**src/design/derq_pkg.sv**
```systemverilog
`default_nettype none

package derq_pkg;

    // Default sizing of the queue
    localparam int DEPTH_DEF         = 16;
    localparam int ELEMENT_WIDTH_DEF = 32;

    // Fixed beat field widths
    localparam int CMD_W    = 3;
    localparam int DATA_W   = 32;
    localparam int POS_W    = 4;
    localparam int STATUS_W = 2;
    localparam int FILL_W   = 5;

    typedef enum logic [CMD_W-1:0] {
        CMD_PUSH_BACK  = 3'd0,
        CMD_PUSH_FRONT = 3'd1,
        CMD_POP_FRONT  = 3'd2,
        CMD_POP_BACK   = 3'd3,
        CMD_READ_AT    = 3'd4,
        CMD_PEEK_FRONT = 3'd5,
        CMD_PEEK_BACK  = 3'd6,
        CMD_CLEAR      = 3'd7
    } cmd_t;

    typedef enum logic [STATUS_W-1:0] {
        ST_OK    = 2'd0,
        ST_EMPTY = 2'd1,
        ST_FULL  = 2'd2,
        ST_RANGE = 2'd3
    } status_t;

    // Per-beat result bookkeeping handed from control to the output stage
    typedef struct packed {
        status_t             status;
        logic [FILL_W-1:0]   fill_count;
        logic                empty_flag;
        logic                has_value;
    } rsp_info_t;

endpackage

`default_nettype wire

```
**src/design/derq_if.sv**
```systemverilog
`default_nettype none

interface derq_req_if import derq_pkg::*; ();
    logic              valid;
    logic              ready;
    logic [CMD_W-1:0]  command;
    logic [DATA_W-1:0] data_in;
    logic [POS_W-1:0]  position;

    modport source (output valid, output command, output data_in, output position,
                    input ready);
    modport sink   (input valid, input command, input data_in, input position,
                    output ready);
endinterface

interface derq_rsp_if import derq_pkg::*; ();
    logic                valid;
    logic                ready;
    logic [DATA_W-1:0]   value_out;
    logic [STATUS_W-1:0] status;
    logic [FILL_W-1:0]   fill_count;
    logic                empty_flag;

    modport source (output valid, output value_out, output status, output fill_count,
                    output empty_flag, input ready);
    modport sink   (input valid, input value_out, input status, input fill_count,
                    input empty_flag, output ready);
endinterface

`default_nettype wire

```
**src/design/derq_mem.sv**
```systemverilog
`default_nettype none

module derq_mem import derq_pkg::*; #(
    parameter int DEPTH         = DEPTH_DEF,
    parameter int ELEMENT_WIDTH = ELEMENT_WIDTH_DEF,
    localparam int ADDR_W       = (DEPTH > 1) ? $clog2(DEPTH) : 1
) (
    input  wire logic                     clk,
    input  wire logic                     wr_en,
    input  wire logic                     rd_en,
    input  wire logic [ADDR_W-1:0]        addr,
    input  wire logic [ELEMENT_WIDTH-1:0] wr_data,
    output logic      [ELEMENT_WIDTH-1:0] rd_data
);

    logic [ELEMENT_WIDTH-1:0] store_mem [DEPTH];
    logic [ELEMENT_WIDTH-1:0] rd_data_reg;

    always_ff @(posedge clk)
    begin
        if (wr_en)
        begin
            store_mem[addr] <= wr_data;
        end
    end

    // Hold the read word until the next read
    always_ff @(posedge clk)
    begin
        if (rd_en)
        begin
            rd_data_reg <= store_mem[addr];
        end
    end

    assign rd_data = rd_data_reg;

endmodule

`default_nettype wire

```
**src/design/derq_ctrl.sv**
```systemverilog
`default_nettype none

module derq_ctrl import derq_pkg::*; #(
    parameter int DEPTH   = DEPTH_DEF,
    localparam int ADDR_W = (DEPTH > 1) ? $clog2(DEPTH) : 1,
    localparam int CNT_W  = $clog2(DEPTH + 1)
) (
    input  wire logic              clk,
    input  wire logic              rst_n,
    input  wire logic              accept,
    input  wire logic [CMD_W-1:0]  command,
    input  wire logic [POS_W-1:0]  position,
    output logic                   wr_en,
    output logic                   rd_en,
    output logic      [ADDR_W-1:0] addr,
    output rsp_info_t              info
);

    localparam int LOG_W = (CNT_W > POS_W) ? CNT_W : POS_W;
    localparam int SUM_W = ((ADDR_W > LOG_W) ? ADDR_W : LOG_W) + 1;
    localparam logic [ADDR_W-1:0] LAST_SLOT = ADDR_W'(DEPTH - 1);
    localparam logic [CNT_W-1:0]  FULL_CNT  = CNT_W'(DEPTH);
    localparam logic [SUM_W-1:0]  DEPTH_S   = SUM_W'(DEPTH);

    logic [ADDR_W-1:0] head_reg, head_next;
    logic [CNT_W-1:0]  count_reg, count_next;

    cmd_t              cmd;
    logic [LOG_W-1:0]  logical;
    logic [SUM_W-1:0]  slot_sum;
    logic [SUM_W-1:0]  slot_wrap;
    logic [ADDR_W-1:0] slot;
    logic [ADDR_W-1:0] head_dec;
    logic [ADDR_W-1:0] head_inc;
    logic              is_full;
    logic              empty_now;
    logic              pos_out;
    logic              do_wr;
    logic              do_rd;
    status_t           status;

    assign cmd       = cmd_t'(command);
    assign is_full   = (count_reg == FULL_CNT);
    assign empty_now = (count_reg == '0);
    assign pos_out   = (LOG_W'(position) >= LOG_W'(count_reg));
    assign head_dec  = (head_reg == '0) ? LAST_SLOT : head_reg - 1'b1;
    assign head_inc  = (head_reg == LAST_SLOT) ? '0 : head_reg + 1'b1;

    // Ring position of a logical index: one conditional subtract wraps it
    always_comb
    begin
        unique case (cmd)
            CMD_PUSH_BACK:                logical = LOG_W'(count_reg);
            CMD_POP_BACK, CMD_PEEK_BACK:  logical = LOG_W'(count_reg - 1'b1);
            CMD_READ_AT:                  logical = LOG_W'(position);
            default:                      logical = '0;
        endcase
    end

    assign slot_sum  = SUM_W'(head_reg) + SUM_W'(logical);
    assign slot_wrap = (slot_sum >= DEPTH_S) ? slot_sum - DEPTH_S : slot_sum;
    assign slot      = ADDR_W'(slot_wrap);

    always_comb
    begin
        head_next  = head_reg;
        count_next = count_reg;
        status     = ST_OK;
        do_wr      = 1'b0;
        do_rd      = 1'b0;
        addr       = slot;
        unique case (cmd)
            CMD_PUSH_BACK:
            begin
                if (is_full)
                begin
                    status = ST_FULL;
                end
                else
                begin
                    do_wr      = 1'b1;
                    count_next = count_reg + 1'b1;
                end
            end
            CMD_PUSH_FRONT:
            begin
                addr = head_dec;
                if (is_full)
                begin
                    status = ST_FULL;
                end
                else
                begin
                    do_wr      = 1'b1;
                    head_next  = head_dec;
                    count_next = count_reg + 1'b1;
                end
            end
            CMD_POP_FRONT, CMD_POP_BACK, CMD_PEEK_FRONT, CMD_PEEK_BACK:
            begin
                if (empty_now)
                begin
                    status = ST_EMPTY;
                end
                else
                begin
                    do_rd = 1'b1;
                    if (cmd == CMD_POP_FRONT)
                    begin
                        head_next  = head_inc;
                        count_next = count_reg - 1'b1;
                    end
                    else if (cmd == CMD_POP_BACK)
                    begin
                        count_next = count_reg - 1'b1;
                    end
                end
            end
            CMD_READ_AT:
            begin
                if (empty_now)
                begin
                    status = ST_EMPTY;
                end
                else if (pos_out)
                begin
                    status = ST_RANGE;
                end
                else
                begin
                    do_rd = 1'b1;
                end
            end
            CMD_CLEAR:
            begin
                head_next  = '0;
                count_next = '0;
            end
        endcase
    end

    assign wr_en = accept && do_wr;
    assign rd_en = accept && do_rd;

    assign info.status     = status;
    assign info.fill_count = FILL_W'(count_next);
    assign info.empty_flag = (count_next == '0);
    assign info.has_value  = do_rd;

    always_ff @(posedge clk or negedge rst_n)
    begin
        if (!rst_n)
        begin
            head_reg  <= '0;
            count_reg <= '0;
        end
        else if (accept)
        begin
            head_reg  <= head_next;
            count_reg <= count_next;
        end
    end

endmodule

`default_nettype wire

```
**src/design/double_ended_ring_queue.sv**
```systemverilog
`default_nettype none
// Double-ended ring queue over one synchronous element memory.
// A beat's result passes through stage 1 (memory read register) and then the output
// register, which holds while rsp.ready is low; unstalled, beats follow back to back.
// Throughput: one beat per cycle unless rsp.ready stalls; the memory port is touched
// at most once per beat; head pointer and fill count update at the accept edge.
// Reset clears the head pointer, the fill count and the pipeline valids only.

module double_ended_ring_queue import derq_pkg::*; #(
    parameter int DEPTH         = DEPTH_DEF,
    parameter int ELEMENT_WIDTH = ELEMENT_WIDTH_DEF
) (
    input wire logic     clk,
    input wire logic     rst_n,
    derq_req_if.sink     req,
    derq_rsp_if.source   rsp
);

    localparam int ADDR_W = (DEPTH > 1) ? $clog2(DEPTH) : 1;

    // Control / memory hookup
    logic                     accept;
    logic                     wr_en;
    logic                     rd_en;
    logic [ADDR_W-1:0]        addr;
    logic [ELEMENT_WIDTH-1:0] wr_data;
    logic [ELEMENT_WIDTH-1:0] rd_data;
    rsp_info_t                info;

    // Stage 1: memory read in flight, bookkeeping held alongside
    logic      s1_valid_reg, s1_valid_next;
    rsp_info_t s1_info_reg;
    logic      s1_adv;

    // Output register
    logic                out_valid_reg, out_valid_next;
    logic [DATA_W-1:0]   out_value_reg;
    rsp_info_t           out_info_reg;

    // Advance stage 1 whenever the output register is free or being drained;
    // take a new beat whenever stage 1 is empty or moving on.
    assign s1_adv    = !out_valid_reg || rsp.ready;
    assign req.ready = !s1_valid_reg || s1_adv;
    assign accept    = req.valid && req.ready;

    // Keep only the low element bits of the incoming word
    assign wr_data = ELEMENT_WIDTH'(req.data_in);

    derq_ctrl #(
        .DEPTH (DEPTH)
    ) u_ctrl (
        .clk      (clk),
        .rst_n    (rst_n),
        .accept   (accept),
        .command  (req.command),
        .position (req.position),
        .wr_en    (wr_en),
        .rd_en    (rd_en),
        .addr     (addr),
        .info     (info)
    );

    derq_mem #(
        .DEPTH         (DEPTH),
        .ELEMENT_WIDTH (ELEMENT_WIDTH)
    ) u_mem (
        .clk     (clk),
        .wr_en   (wr_en),
        .rd_en   (rd_en),
        .addr    (addr),
        .wr_data (wr_data),
        .rd_data (rd_data)
    );

    // Valid tracking for both stages
    always_comb
    begin
        if (accept)
        begin
            s1_valid_next = 1'b1;
        end
        else if (s1_adv)
        begin
            s1_valid_next = 1'b0;
        end
        else
        begin
            s1_valid_next = s1_valid_reg;
        end

        if (s1_valid_reg && s1_adv)
        begin
            out_valid_next = 1'b1;
        end
        else if (rsp.ready)
        begin
            out_valid_next = 1'b0;
        end
        else
        begin
            out_valid_next = out_valid_reg;
        end
    end

    always_ff @(posedge clk or negedge rst_n)
    begin
        if (!rst_n)
        begin
            s1_valid_reg  <= 1'b0;
            out_valid_reg <= 1'b0;
        end
        else
        begin
            s1_valid_reg  <= s1_valid_next;
            out_valid_reg <= out_valid_next;
        end
    end

    // Payload: capture bookkeeping at accept, merge the read word on the way out.
    // The memory read register holds while stage 1 stalls, since no read issues then.
    always_ff @(posedge clk)
    begin
        if (accept)
        begin
            s1_info_reg <= info;
        end
        if (s1_valid_reg && s1_adv)
        begin
            out_info_reg  <= s1_info_reg;
            out_value_reg <= s1_info_reg.has_value ? DATA_W'(rd_data) : '0;
        end
    end

    assign rsp.valid      = out_valid_reg;
    assign rsp.value_out  = out_value_reg;
    assign rsp.status     = out_info_reg.status;
    assign rsp.fill_count = out_info_reg.fill_count;
    assign rsp.empty_flag = out_info_reg.empty_flag;

`ifndef SYNTHESIS
    // An error beat never carries an element
    assert property (@(posedge clk) disable iff (!rst_n)
        rsp.valid && (rsp.status != ST_OK) |-> (rsp.value_out == '0))
        else $error("error beat carries nonzero value");

    // A refused push leaves a full, hence nonempty, queue
    assert property (@(posedge clk) disable iff (!rst_n)
        rsp.valid && (rsp.status == ST_FULL) |-> !rsp.empty_flag)
        else $error("full status on empty queue");

    // An accepted beat always lands in stage 1
    assert property (@(posedge clk) disable iff (!rst_n)
        accept |=> s1_valid_reg)
        else $error("accepted beat lost before stage 1");

    // A beat in stage 1 reaches the output register when it advances
    assert property (@(posedge clk) disable iff (!rst_n)
        s1_valid_reg && s1_adv |=> out_valid_reg)
        else $error("stage 1 beat dropped");
`endif

endmodule

`default_nettype wire
```
**src/flat_wrapper.sv**
```systemverilog
// flat-port wrapper written by rule: the top's interface ports become plain ports
module double_ended_ring_queue_flat import derq_pkg::*;
#(
    parameter int DEPTH         = DEPTH_DEF,
    parameter int ELEMENT_WIDTH = ELEMENT_WIDTH_DEF
)
  (clk, rst_n, req_valid, req_command, req_data_in, req_position, req_ready, rsp_valid, rsp_value_out, rsp_status, rsp_fill_count, rsp_empty_flag, rsp_ready);
  derq_req_if req_i ();
  derq_rsp_if rsp_i ();
  input wire logic clk;
  input wire logic rst_n;
  input wire logic [$bits(req_i.valid)-1:0] req_valid;
  input wire logic [$bits(req_i.command)-1:0] req_command;
  input wire logic [$bits(req_i.data_in)-1:0] req_data_in;
  input wire logic [$bits(req_i.position)-1:0] req_position;
  output wire logic [$bits(req_i.ready)-1:0] req_ready;
  output wire logic [$bits(rsp_i.valid)-1:0] rsp_valid;
  output wire logic [$bits(rsp_i.value_out)-1:0] rsp_value_out;
  output wire logic [$bits(rsp_i.status)-1:0] rsp_status;
  output wire logic [$bits(rsp_i.fill_count)-1:0] rsp_fill_count;
  output wire logic [$bits(rsp_i.empty_flag)-1:0] rsp_empty_flag;
  input wire logic [$bits(rsp_i.ready)-1:0] rsp_ready;
  assign req_i.valid = req_valid;
  assign req_i.command = req_command;
  assign req_i.data_in = req_data_in;
  assign req_i.position = req_position;
  assign req_ready = req_i.ready;
  assign rsp_valid = rsp_i.valid;
  assign rsp_value_out = rsp_i.value_out;
  assign rsp_status = rsp_i.status;
  assign rsp_fill_count = rsp_i.fill_count;
  assign rsp_empty_flag = rsp_i.empty_flag;
  assign rsp_i.ready = rsp_ready;
  double_ended_ring_queue #(.DEPTH(DEPTH), .ELEMENT_WIDTH(ELEMENT_WIDTH)) u_core (.clk(clk), .rst_n(rst_n), .req(req_i), .rsp(rsp_i));
endmodule
```
**config.mk**
```make
export PLATFORM = sky130hd
export DESIGN_NAME = double_ended_ring_queue_flat
export DESIGN_NICKNAME = d
export VERILOG_FILES = /design/src/design/derq_pkg.sv /design/src/design/derq_if.sv /design/src/design/derq_mem.sv /design/src/design/derq_ctrl.sv /design/src/design/double_ended_ring_queue.sv /design/src/flat_wrapper.sv
export SDC_FILE = /design/constraint.sdc
export NUM_CORES = 1
export LEC_CHECK = 0
export BUFFER_PORTS_ARGS = -buffer_cell sky130_fd_sc_hd__buf_2
export CAP_MARGIN = 10
export CORE_MARGIN = 3
export CORE_UTILIZATION = 35
export CTS_BUF_LIST = sky130_fd_sc_hd__clkbuf_8
export CTS_CLUSTER_SIZE = 12
export DETAILED_ROUTE_END_ITERATION = 8
export GPL_TIMING_DRIVEN = 0
export PLACE_DENSITY = 0.53
export SYNTH_ARGS = -nofsm -noshare
export SYNTH_HDL_FRONTEND = slang
export SYNTH_SLANG_ARGS = --single-unit
```
**constraint.sdc**
```tcl
create_clock -name clk -period 7.5 [get_ports clk]
set_input_delay 0.375 -clock clk [delete_from_list [all_inputs] [get_ports clk]]
set_output_delay 0.375 -clock clk [all_outputs]
set_load 0.01 [all_outputs]
```
# Word-level counts from Yosys, hierarchy flattened
# Memory sizes are Yosys's and may differ from the RTL's. A register that Yosys moved wholly into a read port is not among the register bits.
# Index checks and enable logic that the tools add are counted.
[classes]
addsub = 6
n_lt_le_gt_ge = 2
eq_ne = 12
n_mux = 31
n_reduce_logical = 19
[ops]
columns = ["op", "n"]
rows = [
  ["$pmux W5 S3", 2],
  ["$mux W4", 7],
  ["$mux W5", 4],
  ["$eq A3 B3 Y1 const B", 4],
  ["$mux W1", 12],
  ["$pmux W4 S3", 1],
  ["$logic_not A5 Y1", 2],
  ["$sub A4 B1 Y4 const B", 2],
  ["$add A4 B5 Y6", 1],
  ["$eq A3 B2 Y1 const B", 2],
  ["$ge A6 B5 Y1 const B", 1],
  ["$mux W2", 3],
  ["$ne A2 B2 Y1 const B", 3],
  ["$pmux W2 S3", 1],
  ["$add A5 B1 Y5 const B", 1],
  ["$eq A5 B5 Y1 const B", 1],
  ["$ge A4 B5 Y1", 1],
  ["$reduce_and A5 Y1", 1],
  ["$sub A5 B1 Y5 const B", 1],
  ["$add A4 B1 Y4 const B", 1],
  ["$eq A4 B4 Y1 const B", 1],
  ["$logic_and A1 B1 Y1", 4],
  ["$logic_not A4 Y1", 1],
  ["$reduce_bool A2 Y1", 2],
  ["8 further kinds", 11],
]
[word_totals]
reg_bits = 60
ramBits = 512
input_bits = 43
output_inout_bits = 42
wordCells = 83
mem_count = 1
[mem_list]
columns = ["memory", "words", "width", "rd", "rd_clocked_by_memory_dff", "write_ports", "line_no", "text"]
rows = [
  ["u_core.u_mem.store_mem", 16, 32, 1, 1, 1, "derq_mem.sv:16", "logic [ELEMENT_WIDTH-1:0] store_mem [DEPTH];"],
]

# Depth between registers and ports, before layout
# Gate-level depths: netlist (run 1).
[logic_depth]
word_depth = 7
ltp_mapped = 17
mapped_depth_nobuf = 12

# Modules after synthesis
# A second synthesis (run 1) with hierarchy kept.
[hier_totals]
hier_cells = 1104
hier_area_um2 = 23393.7
[by_module_without_submodules]
columns = ["module", "n_inst", "cells_each", "area_each_um2", "seq_area_each_um2"]
rows = [
  ["derq_mem", 1, 840, 20183.1, 16335.7],
  ["double_ended_ring_queue", 1, 92, 1828.0, 1521.5],
  ["derq_ctrl", 1, 172, 1382.6, 225.2],
]

# Least setup slack after synthesis (run 1)
# Ideal clock, no wire load.
[synth_timing]
kind = "input port to flip-flop"
start = "input port req_command[2]"
end = "memory u_core.u_mem.store_mem[12][0] (netlist name), enable pin"
setup_ps = 461
t_arrival_ps = 5319
required_time_ps = 7039
setup_slack_ps = 1720
path_stages = 13
path_buffers = 4
cell_sequence = "buf_2 -> buf_1 -> buf_1 -> mux2i_1 -> o32ai_1 -> ha_1 -> a211o_1 -> and3_1 -> o211a_1 -> o31a_1 -> buf_2 -> nand2b_1 -> nor3_1"
[synth_between]
elab_chain_cells = 7
word_cells_on_any_way = 17
cone_classes = "add/sub: 2; order compare: 1; eq/ne: 4; mux: 6; reduce/logical: 4"
[synth_lines]
columns = ["item", "line_no", "text"]
rows = [
  ["start: declaration", "flat_wrapper.sv:13", "input wire logic [$bits(req_i.command)-1:0] req_command;"],
  ["$eq A3 B2 Y1 / $eq A3 B3 Y1 (equally long branches)", "derq_ctrl.sv:52", "unique case (cmd)"],
  ["$reduce_or A2 Y1", "derq_ctrl.sv:52", ""],
  ["$pmux W5 S3", "derq_ctrl.sv:52", ""],
  ["$add A4 B5 Y6", "derq_ctrl.sv:60", "assign slot_sum = SUM_W'(head_reg) + SUM_W'(logical);"],
  ["$ge A6 B5 Y1 / $sub A4 B1 Y4 (equally long branches)", "derq_ctrl.sv:61", "assign slot_wrap = (slot_sum >= DEPTH_S) ? slot_sum - DEPTH_S : slot_sum;"],
  ["$mux W4", "derq_ctrl.sv:61", ""],
  ["$mux W4", "derq_ctrl.sv:72", "unique case (cmd)"],
  ["end: declaration", "derq_mem.sv:16", ""],
]
# Several ways; a longest one is shown, not always the timed one.

# Final worst setup path (run 1)
[layout_timing]
start = "input port req_command[1]"
end = "memory u_core.u_mem.store_mem[15][31] (netlist name), enable pin"
# Same word-level chain as after synthesis.

==> flow_summary.json, run 1 <==
{
  "crit_path_frequent_cell": "buf_2",
  "cts_buffer_depth": 3,
  "track_usage_pct": 16.8,
  "p_total_mw": 12.1,
  "die_h_um": 271,
  "reg2reg_setup_slack_ns": 2.07,
  "critPathRequiredTime_ns": 7.88,
  "wl_um": 62200,
  "maxSlewHeadroom_pct": 36.7,
  "drt-pass1-iter-count": 5,
  "core_area_um2": 68900,
  "htree_levels": 3,
  "holdPathStages": 1,
  "die_width_um": 271,
  "path_clk_slew_ns": 0.06,
  "outcome": "completed",
  "cts-root-buf": "clkbuf_8",
  "hold_viol": 0,
  "die_area_um2": 73200,
  "wire_per_inst_um": 22.0,
  "fin_skew_ns": 0.0452,
  "cap_violations": 0,
  "worstHoldPathType": "primary input to register",
  "cts_resized": 0,
  "vdd_drop_max_uv": 209,
  "synth_seq_cells": 604,
  "rows": 96,
  "largest_reg_flops": 512,
  "r2r-start": "u_core.u_ctrl.count_reg[1]",
  "grt_pass1_wl_um": 92200,
  "critPathMaxFanout": 10,
  "final_cell_mix": "edfxtp_1, mux2i_1, nand2_1",
  "cts_buffers": 103,
  "num_vias": 14300,
  "cp-end-kind": "register",
  "numPortBuffers": 83,
  "period_needed_ns": 5.66,
  "yosysSeqAreaShare_pct": 73.8,
  "synthCells": 1548,
  "grt_start_max_net_pins": 27,
  "drt_iter0_markers": 1181,
  "crit_type": "primary input to register",
  "yosysWarnings": 0,
  "crit_arrival_ns": 6.05,
  "gp_congestion": 0.813,
  "synth-edff-count": 593,
  "tritoncts": "done",
  "post-route-period-util_pct": 75.5,
  "yosys-top-cells-area": "edfxtp_1, mux2i_1, a22oi_1",
  "syn_avg_cell_area_um2": 15.8,
  "worstHoldEndpoint": "u_core.u_mem.store_mem[11][28]",
  "final_nets": 1868,
  "crit_slowest_cell": "nor3_2",
  "syn-num-nets": 1603,
  "clk_latency_ns": 0.72,
  "design_area_um2": 28900,
  "startpoint_type": "primary input",
  "initial_core_util_pct": 35.5,
  "worstPathCellList": "buf_2 > buf_2 > buf_1 > buf_1 > a21oi_1 > a21oi_1 > o21ai_0 > ha_1 > fa_1 > xnor2_1 > mux2i_2 > buf_2 > nor3b_1 > nand2b_1 > nor3_2 > buf_6 > buf_8 > buf_6",
  "slew_viol_final": 0,
  "ant_nets": 0,
  "overflow": 0,
  "worstReg2RegEnd": "u_core.u_mem.store_mem[15][31]",
  "synth.distinct_cells": 59,
  "max_slew.worst_pin.slew_ns": 0.945,
  "yosys_most_used_dff": "edfxtp_1",
  "cpPeakStageDelay_ns": 0.66,
  "dp_hpwl_um": 42500,
  "pin_count": 85,
  "reg2reg_depth": 15,
  "layout_commonest_cell": "edfxtp_1",
  "yosysTopAreaCellShare_pct": 72.7,
  "hold_start": "req_data_in[28]",
  "synth_area_leader_cell": "edfxtp_1",
  "p_leak_nw": 10.4,
  "area_growth_pct": 18.0,
  "place_area_um2": 26800,
  "antenna_found_initial": 2,
  "syn_area_um2": 24500,
  "drc": 0,
  "rsz0062_at_grt": "false",
  "clock_sinks": 604,
  "drive_above_1_share_pct": 18.9,
  "setup_viol": 0,
  "fmax_mhz": 177,
  "grt_pass1_vias": 14600,
  "cellPowerDensity_nw_per_um2": 418,
  "async_reset_ff_share_pct": 1.82,
  "fillers": 6337,
  "viasPerCell": 5.06
}
## routing by layer
layer	vias to the layer above	share of wire [%]	track usage (%)
li1	6562	-	-
met1	7173	44	22.3
met2	440	48	27.6
met3	119	6.1	3.97
met4	2	2.1	4.93
met5	-	0.021	0
## layout make-up
cell class	count	area (um2)	share of cell area (%)
antenna	2	5.00	0.0173
buffer	103	574	1.99
clock buffer	103	1420	4.90
clock inverter	81	453	1.57
inverter	14	52.6	0.182
multi-input combinational	827	5880	20.3
sequential	604	18100	62.5
tap	931	1160	4.03
timing repair buffer	160	1280	4.42
## cells by family after synthesis
kind of cell | count (synthesis) | synth area share [%]
compound gates | 326 | 8.49
buf+inv | 117 | 2.56
flops | 604 | 73.8
fa+ha+maj | 13 | 0.684
mux | 232 | 9.57
simple gates | 249 | 4.63
xor+xnor | 7 | 0.250
## worst max-delay path: cells and delay by family
kind,cells,cell delay (ns)
AND/OR/NAND/NOR,3,1.60
XOR/XNOR,1,0.15
AO/OA/AOI/OAI,3,0.42
multiplexers,1,0.52
buffers and inverters,8,2.29
adder cells (fa/ha/maj),2,0.66
## cells in the mapped netlist, drive strengths merged (3+ instances only)
| master | count |
|---|---|
| o21ai | 16 |
| a21oi | 141 |
| nand2 | 153 |
| o21a | 3 |
| nand3 | 5 |
| a21o | 4 |
| buf | 68 |
| ha | 11 |
| nor4 | 3 |
| and2 | 34 |
| clkbuf | 35 |
| edfxtp | 593 |
| nor3 | 20 |
| dfrtp | 11 |
| xnor2 | 5 |
| nand2b | 9 |
| mux2i | 230 |
| a22oi | 128 |
| nor2 | 12 |
| o211ai | 3 |
| o31ai | 4 |
| inv | 14 |
| a211oi | 3 |
| and3 | 3 |
## stage by stage
| step | hold WS [ns] | utilization, % | setup WS [ns] | std cells | setup TNS (ns) |
|---|---|---|---|---|---|
| after detailed placement | 0.284 | 38.9 | 1.11 | 2618 | 0 |
| after global placement | 0.278 | 37.8 | -2.59 | 2562 | -1047.47 |
| after global routing | 0.0162 | 41.9 | 1.46 | 2824 | 0 |
| after CTS | 0.0000838 | 41.9 | 1.89 | 2823 | 0 |
| after floorplan | 0.0794 | - | 1.72 | 1548 | 0 |
| final | 0.0667 | 41.9 | 1.84 | 2825 | 0 |
## power by group
group / internal (mW) / switching, mW
Clock: 1.39 / 1.32
Sequential: 4.06 / 0.0727
Combinational: 1.88 / 3.36
## worst max-delay path by stage
stage | endpoint | from | depth (start not counted) | slack [ns]
after floorplan | u_core.u_mem.store_mem[12][0] | req_command[2] | 13 | 1.72
after global placement | u_core.u_mem.store_mem[12][21] | req_command[1] | 15 | -2.59
after detailed placement | u_core.u_mem.store_mem[15][7] | req_command[1] | 18 | 1.11
after CTS | u_core.u_mem.store_mem[15][31] | req_command[1] | 18 | 1.89
after global routing | u_core.u_mem.store_mem[15][0] | req_command[1] | 18 | 1.46
final | u_core.u_mem.store_mem[15][31] | req_command[1] | 18 | 1.84
## timing repair
item | 4_1_cts | 5_1_grt
hold buffers | 21 | 0
buffers inserted | 0 | 0
endpoints found under the hold margin | 175 | 0
No activity file was read; power rests on OpenSTA's default activity.
==> run 2: changes to the inputs <==
Settings changed: ABC_AREA from default to 1, PLACE_DENSITY 0.53 to 0.55.
Clock period 7.5 ns to 4.7 ns, I/O delays scaled along.
==> flow_summary.json, run 2 <==
{
  "tritoncts": "done",
  "maxSlewHeadroom_pct": 33.4,
  "wl_um": 74300,
  "instances_no_fill": 3802,
  "cts_buffer_depth": 3,
  "worstHoldPathType": "primary input to register",
  "design_area_um2": 30700,
  "yosysMostFrequentCell": "nand2_1",
  "p_leak_nw": 12.9,
  "place_area_um2": 28300,
  "synth_seq_cells": 604,
  "reg2reg_setup_slack_ns": 0.20,
  "rsz0062_at_grt": "false",
  "synth_area_leader_cell": "edfxtp_1",
  "ant_nets": 0,
  "viasPerCell": 4.94,
  "largest_reg_flops": 512,
  "period_needed_ns": 4.50,
  "initial_core_util_pct": 35.6,
  "rows": 99,
  "numPortBuffers": 84,
  "area_growth_pct": 17.5,
  "wire_per_inst_um": 19.5,
  "path_clk_slew_ns": 0.06,
  "cts_resized": 0,
  "die_area_um2": 78000,
  "yosysWarnings": 0,
  "async_reset_ff_share_pct": 1.82,
  "outcome": "completed",
  "gp_congestion": 0.858,
  "layout_commonest_cell": "nand2_1",
  "regArea_um2": 18100,
  "syn_avg_cell_area_um2": 10.4,
  "pin_count": 85,
  "drc": 0,
  "yosysSeqAreaShare_pct": 69.2,
  "clk_latency_ns": 0.72,
  "startpoint_type": "register",
  "drt-pass1-iter-count": 7,
  "final_nets": 2815,
  "cp-end-kind": "register",
  "dp_hpwl_um": 49800,
  "post-route-period-util_pct": 95.7,
  "synth-edff-count": 593,
  "synthCells": 2508,
  "drive_above_1_share_pct": 13.3,
  "grt_pass1_wl_um": 112000,
  "crit_type": "register to register",
  "clock_sinks": 604,
  "yosys-top-cells-area": "edfxtp_1, nand2_1, nand3_1",
  "crit_arrival_ns": 4.89,
  "num_vias": 18800,
  "synth_common_cells": "nand2_1, edfxtp_1, nand3_1",
  "setup_viol": 0,
  "cap_violations": 0,
  "fillers": 7031,
  "slew_viol_final": 0,
  "die_h_um": 279,
  "grt_start_max_net_pins": 27,
  "critPathRequiredTime_ns": 5.09,
  "p_total_mw": 19.4,
  "cellPowerDensity_nw_per_um2": 631,
  "die_width_um": 279,
  "overflow": 0,
  "fin_skew_ns": 0.0379,
  "htree_levels": 3,
  "syn_area_um2": 26100,
  "core_area_um2": 73500,
  "critPathMaxFanout": 24,
  "cts_buffers": 100,
  "final_cell_mix": "nand2_1, edfxtp_1, nand3_1",
  "synth.distinct_cells": 29,
  "max_slew.worst_pin.slew_ns": 0.992,
  "antenna_found_initial": 1,
  "hold_viol": 0,
  "grt_pass1_vias": 18900,
  "multi_input_area_um2": 7200,
  "cts-root-buf": "clkbuf_8",
  "syn-num-nets": 2563,
  "vdd_drop_max_uv": 287,
  "fmax_mhz": 222,
  "track_usage_pct": 18.9,
  "drt_iter0_markers": 1636,
  "yosysTopAreaCellShare_pct": 68.1,
  "yosys_most_used_dff": "edfxtp_1",
  "dp_cells": 3569
}
[run 2: cell type report]
cell class	instances	share of cell area, %
Sequential cell	604	58.8
Multi-Input combinational cell	1678	23.4
Clock buffer	102	4.57
Timing Repair Buffer	150	4.53
Tap cell	959	3.90
Buffer	151	2.35
Clock inverter	82	1.45
Inverter	75	0.916
Antenna cell	1	0.00814
[run 2: worst paths after layout]
path,cells after the start,endpoint,from
min in group asynchronous,3,u_core.u_ctrl.head_reg[2],rst_n
worst min register to register,0,u_core.rsp.status[0],u_core.s1_info_reg[7]
max in group asynchronous,3,u_core.u_ctrl.head_reg[1],rst_n
worst min-delay path,5,u_core.u_ctrl.head_reg[1],req_command[1]
worst max register to register,14,u_core.u_mem.store_mem[1][12],u_core.u_ctrl.count_reg[0]
worst max-delay path,14,u_core.u_mem.store_mem[1][12],u_core.u_ctrl.count_reg[0]
[run 2: what timing repair did]
| item | 4_1_cts | 5_1_grt |
|---|---|---|
| pin swaps | 2 | 7 |
| setup buffers | 2 | 10 |
| hold buffers | 36 | 0 |
| cloned | 0 | 0 |
| hold endpoints to repair | 525 | 0 |
| setup endpoints to repair | 29 | 130 |
[run 2: logic make-up after synthesis]
family | Yosys count | share of synthesized area, %
flops | 604 | 69.2
xor+xnor | 6 | 0.201
compound gates | 29 | 0.622
fa+ha+maj | 12 | 0.603
simple gates | 1631 | 25.6
buf+inv | 226 | 3.83
[run 2: critical path, stage by stage, from the launching register on]
cell	delay, ns
dfrtp_1	0.49
inv_1	0.17
ha_1	0.34
inv_1	0.08
nand2_1	0.05
nand3_1	0.13
fa_1	0.44
nand2_1	0.10
o21ai_2	0.16
inv_2	0.12
buf_2	0.33
clkbuf_1	0.54
nand3_1	0.50
nor2_4	0.47
buf_12	0.24
[run 2: per-stage QoR]
step	util (%)	hold slack [ns]	worst slack [ns]	TNS [ns]
5_1_grt	41.8	0.216	0.0318	0
3_3_place_gp	37.8	0.136	-2.06	-823.46
6_report	41.8	0.145	0.202	0
4_1_cts	41.6	0.0964	0.0350	0
2_1_floorplan	-	-0.0606	0.610	0
3_5_place_dp	38.6	0.141	-0.186	-8.74
[run 2: report_power, final]
group	switching (mW)	internal (mW)
Combinational	6.03	2.38
Clock	2.17	2.15
Sequential	0.149	6.50
Total	8.34	11.0
[run 2: per-layer routing]
metal / GRT usage [%] / part of all wire (%) / vias to the layer above
met3: 3.75 / 7.2 / 117
li1: - / - / 8996
met4: 6.06 / 2.3 / 0
met2: 31.8 / 48 / 638
met5: 0 / 0 / -
met1: 24.8 / 43 / 9024
